File: src/hdl/mpllm_pkg.sv
`timescale 1ns / 1ps
package mpllm_pkg;

  // Table geometry and line limit
  localparam int PATTERNS    = 4;
  localparam int PATTERN_MAX = 16;
  localparam int LINE_LIMIT  = 4096;
  // Window holds the candidate bytes plus the byte to the left of a match
  localparam int WINDOW      = PATTERN_MAX + 1;

  // Field widths
  localparam int OpW    = 2;
  localparam int SlotW  = 2;
  localparam int IdxW   = 4;
  localparam int LenW   = 5;
  localparam int PosW   = 13;
  localparam int StartW = 12;
  localparam int AddrW  = 5;
  localparam int DataW  = 32;

  // Character constants
  localparam logic [7:0] CaseGap    = 8'd32;
  localparam logic [7:0] CharUnder  = 8'h5F;
  localparam logic [7:0] CharLowerA = 8'h61;
  localparam logic [7:0] CharLowerZ = 8'h7A;
  localparam logic [7:0] CharZero   = 8'h30;
  localparam logic [7:0] CharNine   = 8'h39;

  typedef enum logic [OpW-1:0] {
    OP_TEXT     = 2'd0,
    OP_EOL      = 2'd1,
    OP_PAT_BYTE = 2'd2,
    OP_PAT_LEN  = 2'd3
  } op_e;

  typedef enum logic [2:0] {
    REG_FOLD_CASE     = 3'd0,
    REG_WORD_BOUND    = 3'd1,
    REG_WHOLE_LINE    = 3'd2,
    REG_INVERT_SELECT = 3'd3,
    REG_SEARCH_FROM   = 3'd4
  } reg_e;

  typedef logic [PATTERN_MAX-1:0][7:0]          pattern_row_t;
  typedef logic [PATTERNS-1:0][PATTERN_MAX-1:0][7:0] pattern_tab_t;
  typedef logic [PATTERNS-1:0][LenW-1:0]        len_arr_t;
  typedef logic [PATTERNS-1:0][StartW-1:0]      start_arr_t;
  typedef logic [WINDOW-1:0][7:0]               window_t;

  // Per-check controls shared by all slot comparators
  typedef struct packed {
    logic              fold_case;
    logic              word_bound;
    logic [StartW-1:0] search_from;
    logic              has_right;
    logic [7:0]        right_byte;
    logic [PosW-1:0]   line_pos;
  } match_ctrl_t;

  function automatic logic [7:0] fold_byte(input logic [7:0] c);
    if (c >= (CharLowerA - CaseGap) && c <= (CharLowerZ - CaseGap)) begin
      return c + CaseGap;
    end
    return c;
  endfunction

  function automatic logic is_word(input logic [7:0] c);
    logic [7:0] f;
    f = fold_byte(c);
    return (f >= CharLowerA && f <= CharLowerZ) ||
           (c >= CharZero && c <= CharNine) || (c == CharUnder);
  endfunction

  function automatic logic bytes_equal(input logic [7:0] a, input logic [7:0] b,
                                       input logic ic);
    return (a == b) || (ic && (fold_byte(a) == fold_byte(b)));
  endfunction

endpackage

File: src/hdl/mpllm_pattern_store.sv
`timescale 1ns / 1ps
module mpllm_pattern_store (
  input  logic                         clk_i,
  input  logic                         rst_ni,
  input  logic                         byte_we_i,
  input  logic                         len_we_i,
  input  logic [mpllm_pkg::SlotW-1:0]  slot_i,
  input  logic [mpllm_pkg::IdxW-1:0]   index_i,
  input  logic [7:0]                   byte_i,
  input  logic [mpllm_pkg::LenW-1:0]   length_i,
  output mpllm_pkg::pattern_tab_t      table_o,
  output mpllm_pkg::len_arr_t          lengths_o
);

  mpllm_pkg::pattern_tab_t table_q;
  mpllm_pkg::len_arr_t     lengths_q;
  logic [mpllm_pkg::LenW-1:0] len_clamped;

  // Lengths above the maximum clamp to the maximum
  assign len_clamped = (length_i > mpllm_pkg::LenW'(mpllm_pkg::PATTERN_MAX)) ?
                       mpllm_pkg::LenW'(mpllm_pkg::PATTERN_MAX) : length_i;

  // Pattern bytes: no reset, contents valid once written
  always_ff @(posedge clk_i) begin
    if (byte_we_i) begin
      table_q[slot_i][index_i] <= byte_i;
    end
  end

  // Pattern lengths: reset disables every slot
  always_ff @(posedge clk_i or negedge rst_ni) begin
    if (!rst_ni) begin
      lengths_q <= '0;
    end else if (len_we_i) begin
      lengths_q[slot_i] <= len_clamped;
    end
  end

  assign table_o   = table_q;
  assign lengths_o = lengths_q;

endmodule

File: config.mk
export PLATFORM = sky130hd
export DESIGN_NAME = mpllm_pattern_store
export DESIGN_NICKNAME = d
export VERILOG_FILES = /design/src/hdl/mpllm_pkg.sv /design/src/hdl/mpllm_pattern_store.sv
export SDC_FILE = /design/constraint.sdc
export NUM_CORES = 1
export LEC_CHECK = 0
export BUFFER_PORTS_ARGS = -buffer_cell sky130_fd_sc_hd__clkbuf_2
export CORE_AREA = 2 2 213 215
export DETAILED_ROUTE_END_ITERATION = 8
export DIE_AREA = 0 0 215 217
export PLACE_DENSITY = 0.65
export SLEW_MARGIN = 20
export SYNTH_ARGS = -nofsm -noshare
export SYNTH_HDL_FRONTEND = slang
export SYNTH_SLANG_ARGS = --single-unit
File: constraint.sdc
create_clock -name clk_i -period 1.5 [get_ports clk_i]
set_input_delay 0.15 -clock clk_i [delete_from_list [all_inputs] [get_ports clk_i]]
set_output_delay 0.15 -clock clk_i [all_outputs]
set_load 0.01 [all_outputs]
-- Word-level counts from Yosys, hierarchy flattened
Cells that the tools add are included.
- output and inout bits: 532
- register bits after elaboration: 532
- input port bits: 23
- reductions and logical operators: 2
- order comparisons: 5
- multiplexer cells: 9
- operators with widths (operator ; number):
    $bwmux 512 ; 1
    $demux 128 s2 ; 1
    $mux 128 ; 1
    $demux 8 s4 ; 1
    $bwmux 20 ; 1
    $demux 5 s2 ; 1
    $mux 5 ; 2
    $mux 8 ; 1
    $gt 5x5->1 const B ; 1
    $lt 4x5->1 const B ; 1
    $ge 4x1->1 const B ; 1
    $lt 2x3->1 const B ; 1
    $ge 2x1->1 const B ; 1
    $logic_and 1x1->1 ; 2

-- Logic depth before layout (Yosys ltp)
- depth after elaboration: 7
- mapped depth: 4
- mapped depth without buffers: 2

-- Worst setup path before layout
Ideal clock, no wire load.
- kind: in2reg
- start: in index_i[2] (netlist bit)
- end: reg table_q, in the netlist table_o[64] (enable)
- library setup time: 0.370 ns
- arrival: 1.232 ns
- slack: -0.102 ns
- stages on the path: 3
- path through: clkbuf_1 > or4b_1 > nor2_1
- RTL lines (what ; line ; RTL):
    from (decl) ; mpllm_pattern_store.sv:8 ; input logic [mpllm_pkg::IdxW-1:0] index_i,
    to (signal, indexed assignment) ; mpllm_pattern_store.sv:26 ; table_q[slot_i][index_i] <= byte_i;
    to (decl) ; mpllm_pattern_store.sv:15 ; mpllm_pkg::pattern_tab_t table_q;

-- Final worst setup path
- start: reg table_q, in the netlist table_o[149]
- end: out table_o[149] (netlist bit)
- RTL lines (what ; line ; RTL):
    to (decl) ; mpllm_pattern_store.sv:11 ; output mpllm_pkg::pattern_tab_t table_o,
No word-level cell between the ends.

==> impl_metrics.py <==
metrics = {
    "clock_network": {
        "tritoncts": "yes",
        "cts_inserted_buffers": 51,
        "worst_setup_hold_path_clk_slew_ps": 60,
        "cts_num_sinks": 532,
        "worstSkewPairLatency_ps": 570,
        "cts_resized": 0,
        "cts_max_path_buffers": 3,
        "cts-root-buf": "clkbuf_16",
        "cts_max_level": 2,
    },
    "final_layout": {
        "multi_input_area_um2": 719.4,
        "fill_cells": 3645,
        "num_antenna_cells": 0,
        "syn_to_final_growth_pct": 36.69,
        "finalNetCount": 1381,
        "sequential_cell_area_mm2": 0.01588,
        "drive_gt1_share_pct": 53.93,
    },
    "worst_setup_path": {
        "cp-end-kind": "output pin",
        "cp_num_buf_inv": 1,
        "arrival_ps": 1160,
        "worst-setup-path-type": "reg2out",
        "worstPathRequired_ps": 1350,
        "cp-start-kind": "flip-flop",
        "slowest_delay_ps": 410,
        "crit_chain": "clkbuf_2",
        "slowest_stage": "edfxtp_1",
        "cp_max_fo": 1,
        "path_delay_family": "flip-flops",
    },
    "synth": {
        "synth_edf_count": 512,
        "synthTopCellsByArea": "edfxtp_1 92%, dfrtp_1 3.0%, nor2_1 1.4%",
        "synth.distinct_cells": 18,
        "synth_most_common_cell": "edfxtp_1",
        "syn-num-nets": 679,
        "synth_async_sr_flop_share_pct": 3.759,
        "yosys.area.top_type": "edfxtp_1",
        "syn_area_mm2": 0.01663,
        "netlist_top_cells_count": "512 x edfxtp_1, 64 x nor2_1, 20 x dfrtp_1, 20 x mux2_2, 10 x clkbuf_1",
        "synthCells": 656,
        "postSynthAreaPerCell_um2": 25.36,
        "ys_seq_elements": 532,
        "ys_warn_count": 0,
        "synth_top_area_share_pct": 92.43,
        "synthFlopType": "edfxtp_1",
        "seq_area_frac_synth_pct": 95.43,
    },
    "sta": {
        "holdWs_ps": 87.75,
        "rsz0062_at_grt": "false",
        "hold_viol": 0,
        "fmaxAchievable_mhz": 762.9,
        "slew_violations": 0,
        "worstMarginPinSlew_ps": 500.0,
        "fin_ws_ps": 189.2,
        "post-route-period-util_pct": 87.39,
        "finalSetupViolCount": 0,
        "maxSlewHeadroom_pct": 66.67,
        "fin_skew_ps": 0,
        "min_period_ps": 1311,
    },
    "pwr": {
        "power_mw": 30.25,
        "ir_worst_vdd_v": 0.0009480,
        "power_density_mw_per_mm2": 1330,
        "p_leak_nw": 8.792,
    },
    "grt": {
        "grt_pass1_wl_um": 64900,
        "grt-ovfl-total": 0,
        "grt_start_max_net_pins": 65,
        "track_usage_pct": 19.33,
        "grt_pass1_vias": 9080,
        "antenna_found_initial": 0,
    },
    "job": {
        "maxCapViolCount": 0,
    },
    "status": {
        "status": "completed",
    },
    "placed_design": {
        "gp_congestion": 0.7591,
        "io_buffer_count": 554,
        "dpl.hpwl_um": 29200,
        "place_ws_ps": -236.8,
    },
    "detailed_routing": {
        "wl_per_cell_um": 23.18,
        "drt_first_pass_iters": 5,
        "drc": 0,
        "avgViaCountPerCell": 4.637,
        "wl_um": 46360,
        "postRouteAntennaNets": 0,
        "vias": 9273,
        "drtIter0Drc": 630,
    },
    "die": {
        "io-pin-count": 555,
        "initial_utilization_pct": 37.22,
        "die_area_mm2": 0.04666,
        "core_area_mm2": 0.04470,
        "rows": 78,
        "die_y_um": 217,
        "dieWidth_um": 215,
    },
    "hold_path": {
        "hold_class": "in2async",
    },
}
[state kept, by name, summed over array words and instances (netlist names)]
register	count
table_o	512
lengths_o	20
[cells in the final DEF, fill, tap and decap left out, drive strengths merged]
master and count:
clkinv 21, and3 1, or4b 4, nand3 1, clkinvlp 3, edfxtp 512, buf 105, clkbuf 618
nand4bb 6, mux2 20, inv 1, dfrtp 20, dlygate4sd3 2, or4 1, nand3b 2, nor3b 1
nor2 64, or3b 1, and3b 2, bufinv 6, nor2b 4, nand4b 4, nand4 1
[routing by layer]
layer / GRT usage [%] / share of wire, % / vias up
li1: - / - / 4008
met1: 24.34 / 38 / 4679
met2: 32.58 / 50 / 515
met3: 5.688 / 9.2 / 71
met4: 5.770 / 2.3 / 0
met5: 0 / 0 / -
[through the flow]
step	util [%]	instance area, um2	TNS (ps)	instances
2_1_floorplan	-	16640	-14640	656
3_3_place_gp	47.08	21040	-9918	1903
3_5_place_dp	47.08	21040	-15930	1903
4_1_cts	50.87	22740	0	2000
5_1_grt	50.87	22740	0	2000
6_report	50.87	22740	0	2000
[timing repair]
item | CTS | global route
hold buffers | 2 | 0
endpoints found under the hold margin | 24 | 0
setup endpoints to repair | 0 | 0
buffers inserted | 0 | 0
[final timing paths]
kind                                                 from                   endpoint  slack [ps]  cells after the start
worst max-delay path               table_o[149]$_DFFE_PP_               table_o[149]         190                      1
worst min-delay path                               rst_ni   lengths_o[3]$_DFFE_PN0P_          90                      2
worst max register to register   lengths_o[6]$_DFFE_PN0P_   lengths_o[6]$_DFFE_PN0P_         720                      1
worst min register to register  lengths_o[17]$_DFFE_PN0P_  lengths_o[17]$_DFFE_PN0P_         510                      1
max in group asynchronous                          rst_ni  lengths_o[12]$_DFFE_PN0P_        1070                      2
min in group clk_i                              byte_i[2]     table_o[426]$_DFFE_PP_         100                      2
[where the power goes]
part           switching (mW)  internal, mW
sequential             0.0751          16.5
combinational           0.672         0.328
clock                    5.22          7.49
[cells by family (layout without fill, tap and decap cells)]
| logic type | count (synthesis) | count (layout) | synth area share [%] |
|---|---|---|---|
| and+or+nand+nor | 92 | 92 | 2.926 |
| DFF | 532 | 532 | 95.43 |
| buffers and inverters | 12 | 756 | 0.2858 |
| muxes | 20 | 20 | 1.354 |
[final cells by class]
cell class / count / share of cell area [%]
clock buffers: 64 / 6.014
clock inverters: 31 / 1.348
multi-input cells: 112 / 3.164
flip-flops and latches: 532 / 69.82
well taps: 600 / 3.302
repair buffers: 661 / 16.35
No activity file was read; power rests on OpenSTA's default activity.
