### src/hdl/mpllm_pkg.sv
`timescale 1ns / 1ps
package mpllm_pkg;

  // Table geometry and line limit
  localparam int PATTERNS    = 4;
  localparam int PATTERN_MAX = 16;
  localparam int LINE_LIMIT  = 4096;
  // Window holds the candidate bytes plus the byte to the left of a match
  localparam int WINDOW      = PATTERN_MAX + 1;

  // Field widths
  localparam int OpW    = 2;
  localparam int SlotW  = 2;
  localparam int IdxW   = 4;
  localparam int LenW   = 5;
  localparam int PosW   = 13;
  localparam int StartW = 12;
  localparam int AddrW  = 5;
  localparam int DataW  = 32;

  // Character constants
  localparam logic [7:0] CaseGap    = 8'd32;
  localparam logic [7:0] CharUnder  = 8'h5F;
  localparam logic [7:0] CharLowerA = 8'h61;
  localparam logic [7:0] CharLowerZ = 8'h7A;
  localparam logic [7:0] CharZero   = 8'h30;
  localparam logic [7:0] CharNine   = 8'h39;

  typedef enum logic [OpW-1:0] {
    OP_TEXT     = 2'd0,
    OP_EOL      = 2'd1,
    OP_PAT_BYTE = 2'd2,
    OP_PAT_LEN  = 2'd3
  } op_e;

  typedef enum logic [2:0] {
    REG_FOLD_CASE     = 3'd0,
    REG_WORD_BOUND    = 3'd1,
    REG_WHOLE_LINE    = 3'd2,
    REG_INVERT_SELECT = 3'd3,
    REG_SEARCH_FROM   = 3'd4
  } reg_e;

  typedef logic [PATTERN_MAX-1:0][7:0]          pattern_row_t;
  typedef logic [PATTERNS-1:0][PATTERN_MAX-1:0][7:0] pattern_tab_t;
  typedef logic [PATTERNS-1:0][LenW-1:0]        len_arr_t;
  typedef logic [PATTERNS-1:0][StartW-1:0]      start_arr_t;
  typedef logic [WINDOW-1:0][7:0]               window_t;

  // Per-check controls shared by all slot comparators
  typedef struct packed {
    logic              fold_case;
    logic              word_bound;
    logic [StartW-1:0] search_from;
    logic              has_right;
    logic [7:0]        right_byte;
    logic [PosW-1:0]   line_pos;
  } match_ctrl_t;

  function automatic logic [7:0] fold_byte(input logic [7:0] c);
    if (c >= (CharLowerA - CaseGap) && c <= (CharLowerZ - CaseGap)) begin
      return c + CaseGap;
    end
    return c;
  endfunction

  function automatic logic is_word(input logic [7:0] c);
    logic [7:0] f;
    f = fold_byte(c);
    return (f >= CharLowerA && f <= CharLowerZ) ||
           (c >= CharZero && c <= CharNine) || (c == CharUnder);
  endfunction

  function automatic logic bytes_equal(input logic [7:0] a, input logic [7:0] b,
                                       input logic ic);
    return (a == b) || (ic && (fold_byte(a) == fold_byte(b)));
  endfunction

endpackage

### src/hdl/mpllm_pick.sv
`timescale 1ns / 1ps
module mpllm_pick (
  input  logic [mpllm_pkg::PATTERNS-1:0] hit_i,
  input  mpllm_pkg::start_arr_t          start_i,
  input  mpllm_pkg::len_arr_t            length_i,
  input  logic                           whole_line_i,
  input  logic [mpllm_pkg::StartW-1:0]   search_from_i,
  input  logic [mpllm_pkg::PosW-1:0]     line_pos_i,
  output logic                           found_o,
  output logic [mpllm_pkg::StartW-1:0]   start_o,
  output logic [mpllm_pkg::LenW-1:0]     length_o
);

  logic usable;

  // Leftmost start wins, then longest, then lowest slot
  always_comb begin
    found_o  = 1'b0;
    start_o  = '0;
    length_o = '0;
    usable   = 1'b0;
    if (!(whole_line_i && (search_from_i != '0))) begin
      for (int s = 0; s < mpllm_pkg::PATTERNS; s++) begin
        usable = hit_i[s] && (length_i[s] != '0) &&
                 !(whole_line_i && ((start_i[s] != '0) ||
                   (mpllm_pkg::PosW'(length_i[s]) != line_pos_i)));
        if (usable && (!found_o || (start_i[s] < start_o) ||
            ((start_i[s] == start_o) && (length_i[s] > length_o)))) begin
          found_o  = 1'b1;
          start_o  = start_i[s];
          length_o = length_i[s];
        end
      end
    end
  end

endmodule

### config.mk
export PLATFORM = sky130hd
export DESIGN_NAME = mpllm_pick
export DESIGN_NICKNAME = d
export VERILOG_FILES = /design/src/hdl/mpllm_pkg.sv /design/src/hdl/mpllm_pick.sv
export SDC_FILE = /design/constraint.sdc
export NUM_CORES = 1
export LEC_CHECK = 0
export ABC_AREA = 1
export BUFFER_PORTS_ARGS = -buffer_cell sky130_fd_sc_hd__buf_2
export CORE_MARGIN = 10
export CORE_UTILIZATION = 40
export DETAILED_ROUTE_END_ITERATION = 12
export PLACE_DENSITY = 0.67
export SYNTH_ARGS = -nofsm -noshare
export SYNTH_HDL_FRONTEND = slang
export SYNTH_SLANG_ARGS = --single-unit
### constraint.sdc
create_clock -name vclk -period 7
set_input_delay 0.35 -clock vclk [all_inputs]
set_output_delay 0.35 -clock vclk [all_outputs]
set_load 0.03 [all_outputs]
Word-level counts from Yosys, hierarchy flattened
Index checks and enable logic that the tools add are counted.
{"block": "totals", "reg_bits": 0}
{"block": "classes", "n_reduce_logical": 45, "muxes": 24, "magnitude_cmp": 6, "eq_ne": 7}
{"operator": "$mux 12", "count": 8}
{"operator": "$reduce_bool 12->1", "count": 5}
{"operator": "$ne 5x13->1", "count": 4}
{"operator": "$mux 5", "count": 8}
{"operator": "$eq 12x12->1", "count": 3}
{"operator": "$lt 12x12->1", "count": 3}
{"operator": "$reduce_bool 5->1", "count": 4}
{"operator": "$logic_and 1x1->1", "count": 19}
{"operator": "$gt 5x5->1", "count": 3}
{"operator": "$logic_or 1x1->1", "count": 10}
{"operator": "$mux 1", "count": 8}
{"operator": "$logic_not 1->1", "count": 7}

Logic depth before layout (Yosys ltp)
{"block": "logic_depth", "ltp_word": 25, "mapped_depth": 51, "depth_no_buf": 47}

Least setup slack after synthesis
No wires, ideal clock.
{"block": "synth_timing", "path_kind": "input -> output", "startpoint": "input line_pos_i[11] in the netlist's numbering", "endpoint": "output start_o[0] in the netlist's numbering", "slack_ns": 1.282, "arrival_ns": 5.368, "n_path_buf": 4, "cell_stages": 44, "cell_sequence": "nor2_1 nand3b_1 nor2_1 nand3_2 nand2_4 nand2_4 inv_4 buf_6 nand2_1 ha_1 nand2_1 nor2_1 nand2_1 a21oi_1 nor2_1 nor2_2 nand3_4 buf_2 [8 not listed] nor2_1 nand2_4 nand2_8 buf_12 nand3_2 and2_1 ha_1 nand4_1 nor3_1 nand2_1 a21oi_1 nand2_4 nand2_2 buf_6 inv_2 nand2_1 nand2_1 inv_1"}
{"block": "synth_via", "elab_chain_cells": 25, "elab_cells_between_ends": 64, "classes_between": "6 x order compare; 7 x eq/ne; 20 x mux; 31 x reduce/logical"}
{"element": "start: declaration", "line": "mpllm_pick.sv:8", "source": "input logic [mpllm_pkg::PosW-1:0] line_pos_i,"}
{"element": "$ne 5x13->1", "line": "mpllm_pick.sv:26", "source": "(mpllm_pkg::PosW'(length_i[s]) != line_pos_i)));"}
{"element": "$logic_or 1x1->1", "line": "mpllm_pick.sv:25", "source": "!(whole_line_i && ((start_i[s] != '0) ||"}
{"element": "$logic_and 1x1->1", "line": "mpllm_pick.sv:25"}
{"element": "$logic_not 1->1", "line": "mpllm_pick.sv:25"}
{"element": "$logic_and 1x1->1", "line": "mpllm_pick.sv:24", "source": "usable = hit_i[s] && (length_i[s] != '0) &&"}
{"element": "$mux 12, or another cell as far along", "line": "mpllm_pick.sv:27", "source": "if (usable && (!found_o || (start_i[s] < start_o) ||"}
{"element": "$mux 12, or another cell as far along", "line": "mpllm_pick.sv:22", "source": "if (!(whole_line_i && (search_from_i != '0))) begin"}
{"element": "$lt 12x12->1, or another cell as far along", "line": "mpllm_pick.sv:27"}
{"element": "[9 not listed]"}
{"element": "$mux 12, or another cell as far along", "line": "mpllm_pick.sv:27"}
{"element": "$mux 12, or another cell as far along", "line": "mpllm_pick.sv:22"}
{"element": "$lt 12x12->1, or another cell as far along", "line": "mpllm_pick.sv:27"}
{"element": "$logic_or 1x1->1 or $logic_and 1x1->1 (tied branches)", "line": "mpllm_pick.sv:27, mpllm_pick.sv:28"}
{"element": "$logic_or 1x1->1", "line": "mpllm_pick.sv:27"}
{"element": "$logic_and 1x1->1", "line": "mpllm_pick.sv:27"}
{"element": "$mux 12 (*)", "line": "mpllm_pick.sv:27"}
{"element": "$mux 12 (*)", "line": "mpllm_pick.sv:22"}
{"element": "end: declaration", "line": "mpllm_pick.sv:10", "source": "output logic [mpllm_pkg::StartW-1:0] start_o,"}
Every way passes the cells marked *; elsewhere a longest branch is shown, timed or not. The select of a mux whose other input is x is not followed.

Final worst setup path
{"block": "layout_timing", "startpoint": "input line_pos_i[9] in the netlist's numbering", "endpoint": "output start_o[2] in the netlist's numbering"}
The elaborated chain is that of the path after synthesis.

==> impl_table.tex <==
\begin{tabular}{lr}
\hline
Metric & Value \\
\hline
\multicolumn{2}{l}{\textbf{Run status}} \\
\quad Outcome & finished clean \\
\multicolumn{2}{l}{\textbf{Final layout}} \\
\quad Area taken by multi-input logic gates & approximately 2800 sq um \\
\quad Total area of sequential cells & 0 sq um \\
\quad Share of post-route cells with drive strength above 1 & 0.246 \\
\quad Clock buffer count in the final layout & 0 \\
\quad Final cell utilization of the core & 0.506 \\
\quad Count of fill cells added during filler insertion & around 860 \\
\quad Post-route cell area & between 3000 and 4000 sq um \\
\quad Number of nets in the layout & approximately 840 \\
\quad Count of antenna diodes in the layout & 0 \\
\quad Layout sequential cell count & 0 \\
\quad P\&R area growth vs syn & 24.2\% \\
\multicolumn{2}{l}{\textbf{Placed design}} \\
\quad IO Port Bufs & about 120 \\
\quad Post-Place Setup Slack & between 0.1 and 0.15 ns \\
\quad Routability Congestion & 0.921 \\
\quad Cell area reported after detailed placement & 3740 sq um \\
\quad Detailed Place HPWL & roughly 9600 um \\
\multicolumn{2}{l}{\textbf{Critical path}} \\
\quad Required time worst endpoint & between 6 and 7 ns \\
\quad Crit path arrival time & roughly 6.2 ns \\
\quad Critical-path top delay cell & ha\_1 \\
\quad CP max FO & 22 \\
\quad Kind of capture point of the worst setup path & output pin \\
\quad Most frequent cell on the critical path & nor2\_1 \\
\quad Classification of the worst setup path & in2out \\
\quad Critical Path Start Type & input pin \\
\quad Maximum single-stage delay on the critical path & 0.30 ns \\
\multicolumn{2}{l}{\textbf{Die}} \\
\quad Die Area & between 10,000 and 15,000 sq um \\
\quad Total number of placement rows & 32 \\
\quad Width of the die & approximately 110 um \\
\quad Number of I/O pins & approximately 120 \\
\quad Core Box Area & approximately 7600 sq um \\
\quad Chip height & 108 um \\
\quad Initial standard-cell utilization of the core & 0.408 \\
\multicolumn{2}{l}{\textbf{Min path}} \\
\quad Hold path startpoint & start\_i[41] \\
\quad Cell count of the worst hold path & 6 \\
\quad Type of the most critical hold path & in2out \\
\quad Endpoint of the worst hold path & start\_o[5] \\
\multicolumn{2}{l}{\textbf{GRT}} \\
\quad Total routing resource utilization after global routing & 0.173 \\
\quad Largest net degree at the start of global routing & 23 \\
\quad Global-route wire length before repair & about 17,000 um \\
\quad Global route total overflow & 0 \\
\quad Initial antenna violation count & 0 \\
\quad Via count of the first global-routing pass & just under 4,000 \\
\multicolumn{2}{l}{\textbf{Routing}} \\
\quad Metal2 WL & $\sim$5400 um \\
\quad Highest metal layer used by the detailed router & met4 \\
\quad Wl on met1 & between 4000 and 5000 um \\
\quad Length of routed met3 wiring & approximately 880 um \\
\quad Number of nets still failing antenna checks after routing & 0 \\
\quad Count of unresolved DRC violations after routing & 0 \\
\quad Vias after detailed routing & around 4,000 \\
\quad Routed WL per cell & 14.1 um \\
\quad Drt total wl & about 11,000 um \\
\quad Via/cell ratio & 5.05 \\
\quad Detailed-router iteration count before antenna repair & 5 \\
\quad Number of DRC violations after detailed-routing iteration 0 & 147 \\
\multicolumn{2}{l}{\textbf{Logic synthesis}} \\
\quad Number of nets produced by synthesis & just over 700 \\
\quad Synth warnings & 0 \\
\quad Synth top area cells & nand2\_1 21\%, ha\_1 20\%, nand3\_1 12\%, inv\_1 11\%, nor2\_1 6.3\% \\
\quad Post-synth top area share & 0.206 \\
\quad Share of the yosys chip area belonging to registers & 0 \\
\quad Distinct cell type count of the synthesized netlist & 36 \\
\quad Commonest cells in the synthesized netlist & 171 x nand2\_1, 92 x inv\_1, 74 x nand3\_1 \\
\quad Cell with the most instances after synthesis & nand2\_1 \\
\quad Post-Synthesis Cells & about 570 \\
\quad Netlist area before placement & between 3000 and 4000 sq um \\
\quad Cell taking the most area after synthesis & nand2\_1 \\
\quad Mean post-synth cell area & around 5.4 sq um \\
\multicolumn{2}{l}{\textbf{STA}} \\
\quad Worst slew margin relative to its limit & 0.727 \\
\quad Period utilization & 0.939 \\
\quad Count of final max-slew check failures & 0 \\
\quad Fmax & 152 MHz \\
\quad Final total negative setup slack & 0 ns \\
\quad Final setup vio count & 0 \\
\quad Least-Margin Pin Slew & just over 0.4 ns \\
\quad Count of endpoints failing hold in the final timing report & 0 \\
\quad Period minus WS final & 6.57 ns \\
\quad Post-route setup slack & between 0.4 and 0.5 ns \\
\multicolumn{2}{l}{\textbf{Power and ir drop}} \\
\quad Clk network pwr share & 0 \\
\quad Maximum vdd drop & about 0.027 mV \\
\quad Gate power share & 1.000 \\
\quad Internal power & 0.000113 W \\
\quad PwrDens & between 80 and 90 nW/um\^{}2 \\
\quad Reg power frac & 0 \\
\quad Static Leak & between 2 and 2.5 nW \\
\quad Switching power & 0.000198 W \\
\quad Total design power & 0.000312 W \\
\quad Fraction of power spent switching nets & 0.636 \\
\multicolumn{2}{l}{\textbf{Job}} \\
\quad Max-cap check violation count & 0 \\
\hline
\end{tabular}
## layout by cell type (no fill, tap or decap), drive strengths merged, types with 8 or more instances in the layout
cell     n
and2    16
a21oi   24
nand3   88
nand2  184
nand4   12
inv     99
nor2    53
o21ai    8
nor3    10
ha      51
buf    119
## layer usage
metal / vias to the layer above / GRT usage
li1: 2081 / -
met1: 1770 / 0.199
met2: 117 / 0.323
met3: 12 / 0.0387
met4: 0 / 0.0282
met5: - / 0
## power groups by stage
stage	clock network, W	logic [W]	registers, W
2_1_floorplan	0	0.000204	0
3_3_place_gp	0	0.000289	0
3_5_place_dp	0	0.000295	0
4_1_cts	0	0.000296	0
5_1_grt	0	0.000353	0
6_report	0	0.000312	0
## cell families (layout without fill, tap and decap cells)
logic type	Yosys count	after routing	synth area share
and+or+nand+nor	370	374	0.565
buffers and inverters	109	219	0.149
adders and majority gates	51	51	0.205
AOI/OAI and AO/OA	36	36	0.0646
xor gates and xnor gates	6	6	0.0169
## critical path: cells and delay by family
family / cells / cell delay (ns)
and+or+nand+nor: 30 / 3.95
adders and majority gates: 3 / 0.88
buffers and inverters: 5 / 0.59
AOI/OAI and AO/OA: 4 / 0.40
## area by class of cell
cell class | count | share of cell area
multi-input combinational | 467 | 0.711
timing repair buffer | 119 | 0.156
inverter | 100 | 0.100
tap | 102 | 0.0330
## per-stage QoR
| stage | hold slack [ns] | std cells |
|---|---|---|
| finish | 1.17 | 788 |
| global route | 1.21 | 788 |
| CTS | 1.17 | 781 |
| detailed placement | 1.17 | 781 |
| global placement | 1.16 | 781 |
| floorplan | 0.951 | 572 |
## how the worst max path moves through the flow
stage	startpoint	to	cells past startpoint
2_1_floorplan	line_pos_i[11]	start_o[0]	44
3_5_place_dp	line_pos_i[9]	start_o[10]	42
5_1_grt	line_pos_i[11]	start_o[2]	42
4_1_cts	line_pos_i[9]	start_o[10]	42
6_report	line_pos_i[9]	start_o[2]	42
3_3_place_gp	line_pos_i[11]	start_o[0]	42
## what timing repair did
item / 4_1_cts / 5_1_grt
endpoints found under the setup margin: 0 / 17
hold buffers: 0 / 0
resized for setup: 0 / 17
setup buffers: 0 / 3
Power figures use the tool's default switching activity.
