### src/hdl/mpllm_pkg.sv
`timescale 1ns / 1ps
package mpllm_pkg;

  // Table geometry and line limit
  localparam int PATTERNS    = 4;
  localparam int PATTERN_MAX = 16;
  localparam int LINE_LIMIT  = 4096;
  // Window holds the candidate bytes plus the byte to the left of a match
  localparam int WINDOW      = PATTERN_MAX + 1;

  // Field widths
  localparam int OpW    = 2;
  localparam int SlotW  = 2;
  localparam int IdxW   = 4;
  localparam int LenW   = 5;
  localparam int PosW   = 13;
  localparam int StartW = 12;
  localparam int AddrW  = 5;
  localparam int DataW  = 32;

  // Character constants
  localparam logic [7:0] CaseGap    = 8'd32;
  localparam logic [7:0] CharUnder  = 8'h5F;
  localparam logic [7:0] CharLowerA = 8'h61;
  localparam logic [7:0] CharLowerZ = 8'h7A;
  localparam logic [7:0] CharZero   = 8'h30;
  localparam logic [7:0] CharNine   = 8'h39;

  typedef enum logic [OpW-1:0] {
    OP_TEXT     = 2'd0,
    OP_EOL      = 2'd1,
    OP_PAT_BYTE = 2'd2,
    OP_PAT_LEN  = 2'd3
  } op_e;

  typedef enum logic [2:0] {
    REG_FOLD_CASE     = 3'd0,
    REG_WORD_BOUND    = 3'd1,
    REG_WHOLE_LINE    = 3'd2,
    REG_INVERT_SELECT = 3'd3,
    REG_SEARCH_FROM   = 3'd4
  } reg_e;

  typedef logic [PATTERN_MAX-1:0][7:0]          pattern_row_t;
  typedef logic [PATTERNS-1:0][PATTERN_MAX-1:0][7:0] pattern_tab_t;
  typedef logic [PATTERNS-1:0][LenW-1:0]        len_arr_t;
  typedef logic [PATTERNS-1:0][StartW-1:0]      start_arr_t;
  typedef logic [WINDOW-1:0][7:0]               window_t;

  // Per-check controls shared by all slot comparators
  typedef struct packed {
    logic              fold_case;
    logic              word_bound;
    logic [StartW-1:0] search_from;
    logic              has_right;
    logic [7:0]        right_byte;
    logic [PosW-1:0]   line_pos;
  } match_ctrl_t;

  function automatic logic [7:0] fold_byte(input logic [7:0] c);
    if (c >= (CharLowerA - CaseGap) && c <= (CharLowerZ - CaseGap)) begin
      return c + CaseGap;
    end
    return c;
  endfunction

  function automatic logic is_word(input logic [7:0] c);
    logic [7:0] f;
    f = fold_byte(c);
    return (f >= CharLowerA && f <= CharLowerZ) ||
           (c >= CharZero && c <= CharNine) || (c == CharUnder);
  endfunction

  function automatic logic bytes_equal(input logic [7:0] a, input logic [7:0] b,
                                       input logic ic);
    return (a == b) || (ic && (fold_byte(a) == fold_byte(b)));
  endfunction

endpackage

### src/hdl/mpllm_slot_match.sv
`timescale 1ns / 1ps
module mpllm_slot_match (
  input  mpllm_pkg::window_t            window_i,
  input  mpllm_pkg::pattern_row_t       pattern_i,
  input  logic [mpllm_pkg::LenW-1:0]    length_i,
  input  mpllm_pkg::match_ctrl_t        ctrl_i,
  output logic                          match_o,
  output logic [mpllm_pkg::StartW-1:0]  start_o
);

  logic [mpllm_pkg::PosW-1:0] start_full;
  logic                       bytes_ok;
  logic                       left_bad;
  logic                       right_bad;
  logic [mpllm_pkg::LenW-1:0] widx;

  // Window[0] holds the last byte of the candidate; pattern byte j sits at len-1-j
  always_comb begin
    start_full = ctrl_i.line_pos - mpllm_pkg::PosW'(length_i);
    bytes_ok   = 1'b1;
    widx       = '0;
    for (int j = 0; j < mpllm_pkg::PATTERN_MAX; j++) begin
      if (mpllm_pkg::LenW'(j) < length_i) begin
        widx = length_i - mpllm_pkg::LenW'(1) - mpllm_pkg::LenW'(j);
        if (!mpllm_pkg::bytes_equal(window_i[widx], pattern_i[j],
                                    ctrl_i.fold_case)) begin
          bytes_ok = 1'b0;
        end
      end
    end
    left_bad  = ctrl_i.word_bound && (start_full != '0) &&
                mpllm_pkg::is_word(window_i[length_i]);
    right_bad = ctrl_i.word_bound && ctrl_i.has_right &&
                mpllm_pkg::is_word(ctrl_i.right_byte);
    match_o   = (length_i != '0) &&
                (ctrl_i.line_pos >= mpllm_pkg::PosW'(length_i)) &&
                (start_full >= mpllm_pkg::PosW'(ctrl_i.search_from)) &&
                bytes_ok && !left_bad && !right_bad;
    start_o   = start_full[mpllm_pkg::StartW-1:0];
  end

endmodule

### config.mk
export PLATFORM = sky130hd
export DESIGN_NAME = mpllm_slot_match
export DESIGN_NICKNAME = d
export VERILOG_FILES = /design/src/hdl/mpllm_pkg.sv /design/src/hdl/mpllm_slot_match.sv
export SDC_FILE = /design/constraint.sdc
export NUM_CORES = 1
export LEC_CHECK = 0
export BUFFER_PORTS_ARGS = -buffer_cell sky130_fd_sc_hd__buf_2
export CAP_MARGIN = 20
export CORE_ASPECT_RATIO = 0.5
export CORE_MARGIN = 3
export CORE_UTILIZATION = 25
export DETAILED_ROUTE_END_ITERATION = 6
export GPL_TIMING_DRIVEN = 0
export SLEW_MARGIN = 20
export SYNTH_ARGS = -nofsm -noshare
export SYNTH_HDL_FRONTEND = slang
export SYNTH_SLANG_ARGS = --single-unit
export TNS_END_PERCENT = 5
### constraint.sdc
create_clock -name vclk -period 13.1
set_input_delay 2.62 -clock vclk [all_inputs]
set_output_delay 2.62 -clock vclk [all_outputs]
set_load 0.02 [all_outputs]
# Yosys cells after proc, flatten, opt, wreduce, memory -nomap -nowiden
# Index checks and enable logic that the tools add are counted.
# word_totals
elab_cells,515
in_bits,305
regBits,0
# op_classes
n_lt_le_gt_ge,111
n_eq_ne,34
mux,232
reduce_logical,87
addsub,51
# ops
cell,count
8-bit 2-to-1 mux,117
8-bit binary-select mux with 5-bit select,17
8-bit by 7-bit greater-or-equal comparator with 1-bit output (second input constant),36
8-bit by 7-bit less-or-equal comparator with 1-bit output (second input constant),36
8-bit by 6-bit adder with 8-bit output (second input constant),34
8-bit equality test,32
5-bit by 6-bit < comparator with 1-bit output (second input constant),17
1-bit 2-to-1 mux,98
1-bit logical AND,63
4-bit by 5-bit < comparator with 1-bit output (first input constant),8
5-bit by 4-bit subtractor with 5-bit output (second input constant),8
1-bit logical OR,20
3-bit by 5-bit < comparator with 1-bit output (first input constant),4
5-bit by 3-bit subtractor with 5-bit output (second input constant),4
8-bit by 7-bit equality test with 1-bit output (second input constant),2
8-bit by 6-bit greater-or-equal comparator with 1-bit output (second input constant),2
8-bit by 6-bit less-or-equal comparator with 1-bit output (second input constant),2
13-bit by 12-bit greater-or-equal comparator with 1-bit output,1
13-bit by 5-bit greater-or-equal comparator with 1-bit output,1
13-bit nonzero test,1
13-bit by 5-bit subtractor with 13-bit output,1
1-bit by 5-bit < comparator with 1-bit output (first input constant),2
2-bit by 5-bit < comparator with 1-bit output (first input constant),2
5-bit by 1-bit subtractor with 5-bit output (second input constant),2
3 further kinds,5

# Depth between registers and ports, before layout
# Gate-level depths: netlist (run 1).
# depth
word_depth,47
depth_mapped,32

# Worst setup path before layout (run 1)
# OpenSTA, ideal clock, no wires.
# synth_timing
path_kind,input to output
startpoint,input length_i[1] (netlist name)
endpoint,output match_o
path_stages,29
t_required_ns,10.480
t_arrival_ns,9.539
setup_slack_ns,0.941
cell_sequence,buf_2 buf_2 buf_2 buf_1 clkbuf_1 inv_1 ha_1 buf_2 xnor2_1 buf_2 buf_1 ha_1 nor2b_1 nor3_1 o31ai_1 nand2_1 clkbuf_1 o31ai_1 ha_1 nand2b_1 a2111o_1 nand2_1 or4_1 and3_1 mux2i_1 a31oi_1 nor4_1 nand4_1 nor4_2
# synth_via
elab_chain_cells,47
word_cells_on_any_way,335
cone_classes,34 x add/sub; 56 x order compare; 33 x eq/ne; 149 x mux; 63 x reduce/logical
# synth_lines
item,line_no,rtl
"start, declared",mpllm_slot_match.sv:5,"input logic [mpllm_pkg::LenW-1:0] length_i,"
"parallel branches: the longest is 45 deep, another holds 8-bit by 7-bit greater-or-equal comparator with 1-bit output",n/a,
1-bit logical AND * (2 in a row),mpllm_slot_match.sv:38,bytes_ok && !left_bad && !right_bad;
"end, declared",mpllm_slot_match.sv:7,"output logic match_o,"
# Every way passes the cells marked *. The select of a mux whose other input is x is not followed.

# Worst setup path in the final report (run 1)
# Same ends and word-level chain as after synthesis.

==> impl_metrics.json, run 1 <==
{
  "violations": "DRC",
  "crit_required_ps": 10480,
  "final_cell_mix": "buf_2, nand2_1, nor2_1",
  "dp_hpwl_mm": 88.4,
  "hold_viol": 0,
  "tightest_slew_ps": 1340,
  "area_growth_pct": 17.3,
  "cap_viol_max_count": 0,
  "setup-violations-final": 0,
  "fin_nets": 2977,
  "initial_core_util": 0.256,
  "dieHeight_microns": 192,
  "use_met2": 0.418,
  "avgSynthCellArea_sq_um": 7.54,
  "drc": 16,
  "drt-total-wl_mm": 106,
  "met1_usage": 0.346,
  "netlist_instances": 2302,
  "nFillCells": 7267,
  "track_usage": 0.277,
  "fin_setup_tns_ps": 0,
  "gp_congestion": 1.14,
  "design.seq.count": 0,
  "grt_max_degree": 22,
  "die_width_microns": 379,
  "drtIter0Drc": 3120,
  "end_kind": "output pin",
  "finalCritPeriodShare": 0.999,
  "grt.busiest_layer": "met2",
  "mostFrequentLayoutCell": "buf_2",
  "dieArea_sq_um": 72900,
  "start_kind": "input pin",
  "wl_per_cell_microns": 30.3,
  "port_buffers": 312,
  "grt_pass1_vias": 20840,
  "io-pin-count": 318,
  "drive_gt1_frac": 0.259,
  "worstSetupPathType": "in2out",
  "ant_nets": 0,
  "relSlewSlack": 0.108,
  "register_area_sq_um": 0,
  "viasPerCell": 6.50,
  "ys_types": 100,
  "vias": 22830,
  "rows": 67,
  "cts_hold_buf": 0,
  "syn_nets": 2668,
  "netlist_area_sq_um": 17400,
  "synth_seq_area_share": 0,
  "grtUsageMet3": 0.0975,
  "grt-ovfl-total": 0,
  "grt_pass1_wl_mm": 148,
  "firstDrtPassIters": 7,
  "max_freq_mhz": 76.4,
  "status": "complete, but fails checks",
  "cp.arrival_ps": 10470,
  "drv_slew": 0,
  "crit_fanout": 20,
  "core_sq_um": 67800,
  "post-route-min-period_ps": 13090,
  "clkbuf_count": 0,
  "min_path_type": "in2out",
  "antenna_found_initial": 9,
  "ys_warn_count": 0
}
==> synth_stat cells (all sizes together), types with 26 or more instances <==
cell type / count / area, sq um
xor2: 77 / 674
a21oi: 106 / 534
or3: 27 / 169
mux4: 119 / 2680
buf: 100 / 609
a31oi: 33 / 206
mux2i: 158 / 1580
o21ai: 103 / 516
inv: 69 / 259
clkbuf: 55 / 206
nand3: 73 / 365
o211ai: 26 / 195
xnor2: 117 / 1030
nor3: 98 / 512
nand2: 216 / 813
nand4: 38 / 238
a211oi: 39 / 303
and3: 32 / 200
mux2: 84 / 946
nor4: 29 / 188
nand2b: 27 / 169
nor2: 198 / 753
ha: 60 / 751
o22ai: 37 / 231
==> per-layer routing <==
layer,wire length [microns],part of all wire
met5,0,0
met1,40500,0.38
met2,44500,0.42
met3,14500,0.14
met4,6830,0.064
==> what timing repair did <==
item / 4_1_cts / 5_1_grt
buffers inserted: 1 / 0
gates resized for setup: 31 / 32
pin swaps: 0 / 1
setup endpoints to repair: 1 / 1
==> area by class of cell <==
class	instances	area [sq um]	share of cell area
plain buffers	148	838	0.0412
repair buffers	314	1570	0.0773
well taps	897	1120	0.0551
multi-input cells	2076	16500	0.812
inverters	71	274	0.0135
diodes	9	22.5	0.00111
==> worst max-delay path: stages <==
cell and delay, ps:
buf_2 120, buf_2 240, buf_2 280, buf_4 320, buf_6 310, clkinvlp_4 300
ha_4 360, buf_4 220, clkinvlp_4 160, buf_4 310, buf_6 340, ha_1 420
nor4_1 90, a31o_2 270, o21a_1 280, nor2_4 260, mux4_2 580, a22oi_2 390
inv_1 140, or4b_1 600, or4b_1 480, o311ai_0 100, a31o_1 310, a32oi_1 220
nor4_2 440, buf_2 230
==> final timing paths <==
path,slack [ps],cells after the start,from,end
hold / removal,5610,3,ctrl_i[11],start_o[11]
setup / recovery,7,26,length_i[1],match_o
==> per-stage QoR <==
step	utilization	instances	area [sq um]	setup WS (ps)	hold WS, ps
2_1_floorplan	-	2302	17400	941	5390
3_3_place_gp	0.296	3511	20100	-3170	5600
3_5_place_dp	0.296	3512	20100	-3180	5610
4_1_cts	0.297	3508	20200	10.7	5610
5_1_grt	0.300	3511	20400	-10.6	5620
6_report	0.300	3515	20400	6.61	5610
==> kinds of logic after synthesis <==
| group | after synthesis | share of synthesized area |
|---|---|---|
| xor gates and xnor gates | 201 | 0.108 |
| muxes | 361 | 0.300 |
| AOI/OAI and AO/OA | 588 | 0.236 |
| and+or+nand+nor | 865 | 0.250 |
| buffers and inverters | 226 | 0.0623 |
| adders and majority gates | 61 | 0.0444 |
==> run 2: changes to the inputs <==
- CORE_MARGIN: 3 -> unset
- PLACE_DENSITY: unset -> 0.53
- TNS_END_PERCENT: 5 -> 50
==> run 2 against run 1 <==
Net effect:
- the flow now finishes without violations
- critical path depth rose by 3
- clock-buffer cell count unchanged
- first-iteration DRC count fell by 1.7%
- via count decreased by 1.6%
- sequential cell count unchanged
- worst hold slack got worse by 11 ps
- setup slack better by 170 ps
- core utilization is 0.43 points higher
- non-clock buffer count is 11 higher
- routed wire length grew 11%
- design area up 1.4%
- maximum frequency is 1.3% higher
- critical endpoint unchanged
- largest cell class unchanged
- highest routed layer is now met5
==> impl_metrics.json, run 2 (synthesis results as in run 1) <==
{
  "path_common_cell": "buf_6",
  "grt_pass1_wl_mm": 163,
  "cap_viol_max_count": 0,
  "min_to": "start_o[11]",
  "setup-violations-final": 0,
  "tightest_slew_ps": 1300,
  "dieHeight_microns": 188,
  "die_width_microns": 375,
  "firstDrtPassIters": 6,
  "status": "finished, final reports clean",
  "clkbuf_count": 0,
  "finalCritPeriodShare": 0.987,
  "dp_cells": 3515,
  "start_kind": "input pin",
  "antenna_found_initial": 8,
  "max_stage_delay_ps": 590,
  "fin_setup_tns_ps": 0,
  "fin_nets": 2988,
  "vias": 22475,
  "grt_pass1_vias": 20963,
  "core_sq_um": 67800,
  "grt_max_degree": 13,
  "end_kind": "output pin",
  "grt-ovfl-total": 0,
  "nFillCells": 7352,
  "crit_slowest_cell": "or4b_1",
  "dp_hpwl_mm": 98.4,
  "hold_viol": 0,
  "viasPerCell": 6.38,
  "post-route-min-period_ps": 12930,
  "relSlewSlack": 0.127,
  "dieArea_sq_um": 70600,
  "drc": 0,
  "wl_per_cell_microns": 33.5,
  "cp-startpoint": "length_i[1]",
  "min_path_type": "in2out",
  "design.seq.count": 0,
  "holdCritStartpoint": "ctrl_i[11]",
  "track_usage": 0.322,
  "max_freq_mhz": 77.4,
  "stdcell_count": 3523,
  "drv_slew": 0,
  "final_cell_mix": "buf_2, nand2_1, nor2_1",
  "io-pin-count": 318,
  "register_area_sq_um": 0,
  "crit_fanout": 11,
  "drive_gt1_frac": 0.276,
  "gp_congestion": 1.08,
  "mostFrequentLayoutCell": "buf_2",
  "drtIter0Drc": 3066,
  "rows": 67,
  "rsz0062_at_grt": "no",
  "crit_required_ps": 10480,
  "port_buffers": 312,
  "initial_core_util": 0.256,
  "cp.arrival_ps": 10310,
  "drt-total-wl_mm": 118,
  "worstSetupPathType": "in2out",
  "ant_nets": 0,
  "area_growth_pct": 19.0,
  "worstHoldPathCells": 3
}
## run 2: changes by cell type in the layout (fill, tap and decap cells not counted), moves of 4 or more
cell | before | now
a211oi_1 | 36 | 30
buf_6 | 10 | 18
clkbuf_1 | 45 | 32
clkbuf_2 | 6 | 14
a211oi_2 | 1 | 7
buf_4 | 29 | 33
## run 2: repair_timing
action	4_1_cts	5_1_grt
pin swaps	1	7
endpoints found under the setup margin	1	1
hold buffers	0	0
setup buffers	3	4
resized for setup	67	39
## run 2: worst max path at each step
stage,depth (start not counted),end
2_1_floorplan,29,match_o
3_3_place_gp,32,match_o
3_5_place_dp,32,match_o
4_1_cts,35,match_o
5_1_grt,32,match_o
6_report,29,match_o
## run 2: routing by layer
layer / global-route usage / vias up / wire (microns)
met1: 0.428 / 11221 / 49000
met3: 0.137 / 239 / 16900
li1: - / 9580 / -
met4: 0.0962 / 4 / 4180
met2: 0.466 / 1431 / 48000
met5: 0 / - / 24
## run 2: layout make-up
class              instances  area [sq um]  share of cell area
diodes                     6          15.0            0.000727
plain buffers            149           905              0.0438
inverters                 71           272              0.0131
multi-input cells       2076         16700               0.808
well taps                897          1120              0.0543
repair buffers           324          1660              0.0802
## run 2: metrics by stage
stage          worst slack, ps  hold WS, ps  cell area, sq um   util
6_report                   174         5600             20700  0.305
4_1_cts                   20.9         5590             20400  0.302
3_3_place_gp             -3570         5590             20100  0.296
3_5_place_dp             -3450         5600             20200  0.297
2_1_floorplan              941         5390             17400      -
5_1_grt                   41.7         5610             20600  0.304
## run 2: critical path: cells and delay by family
family	cells	cell delay, ps
buf+inv	15	3170
simple gates	5	1760
compound gates	6	1480
fa+ha+maj	2	590
mux	1	560
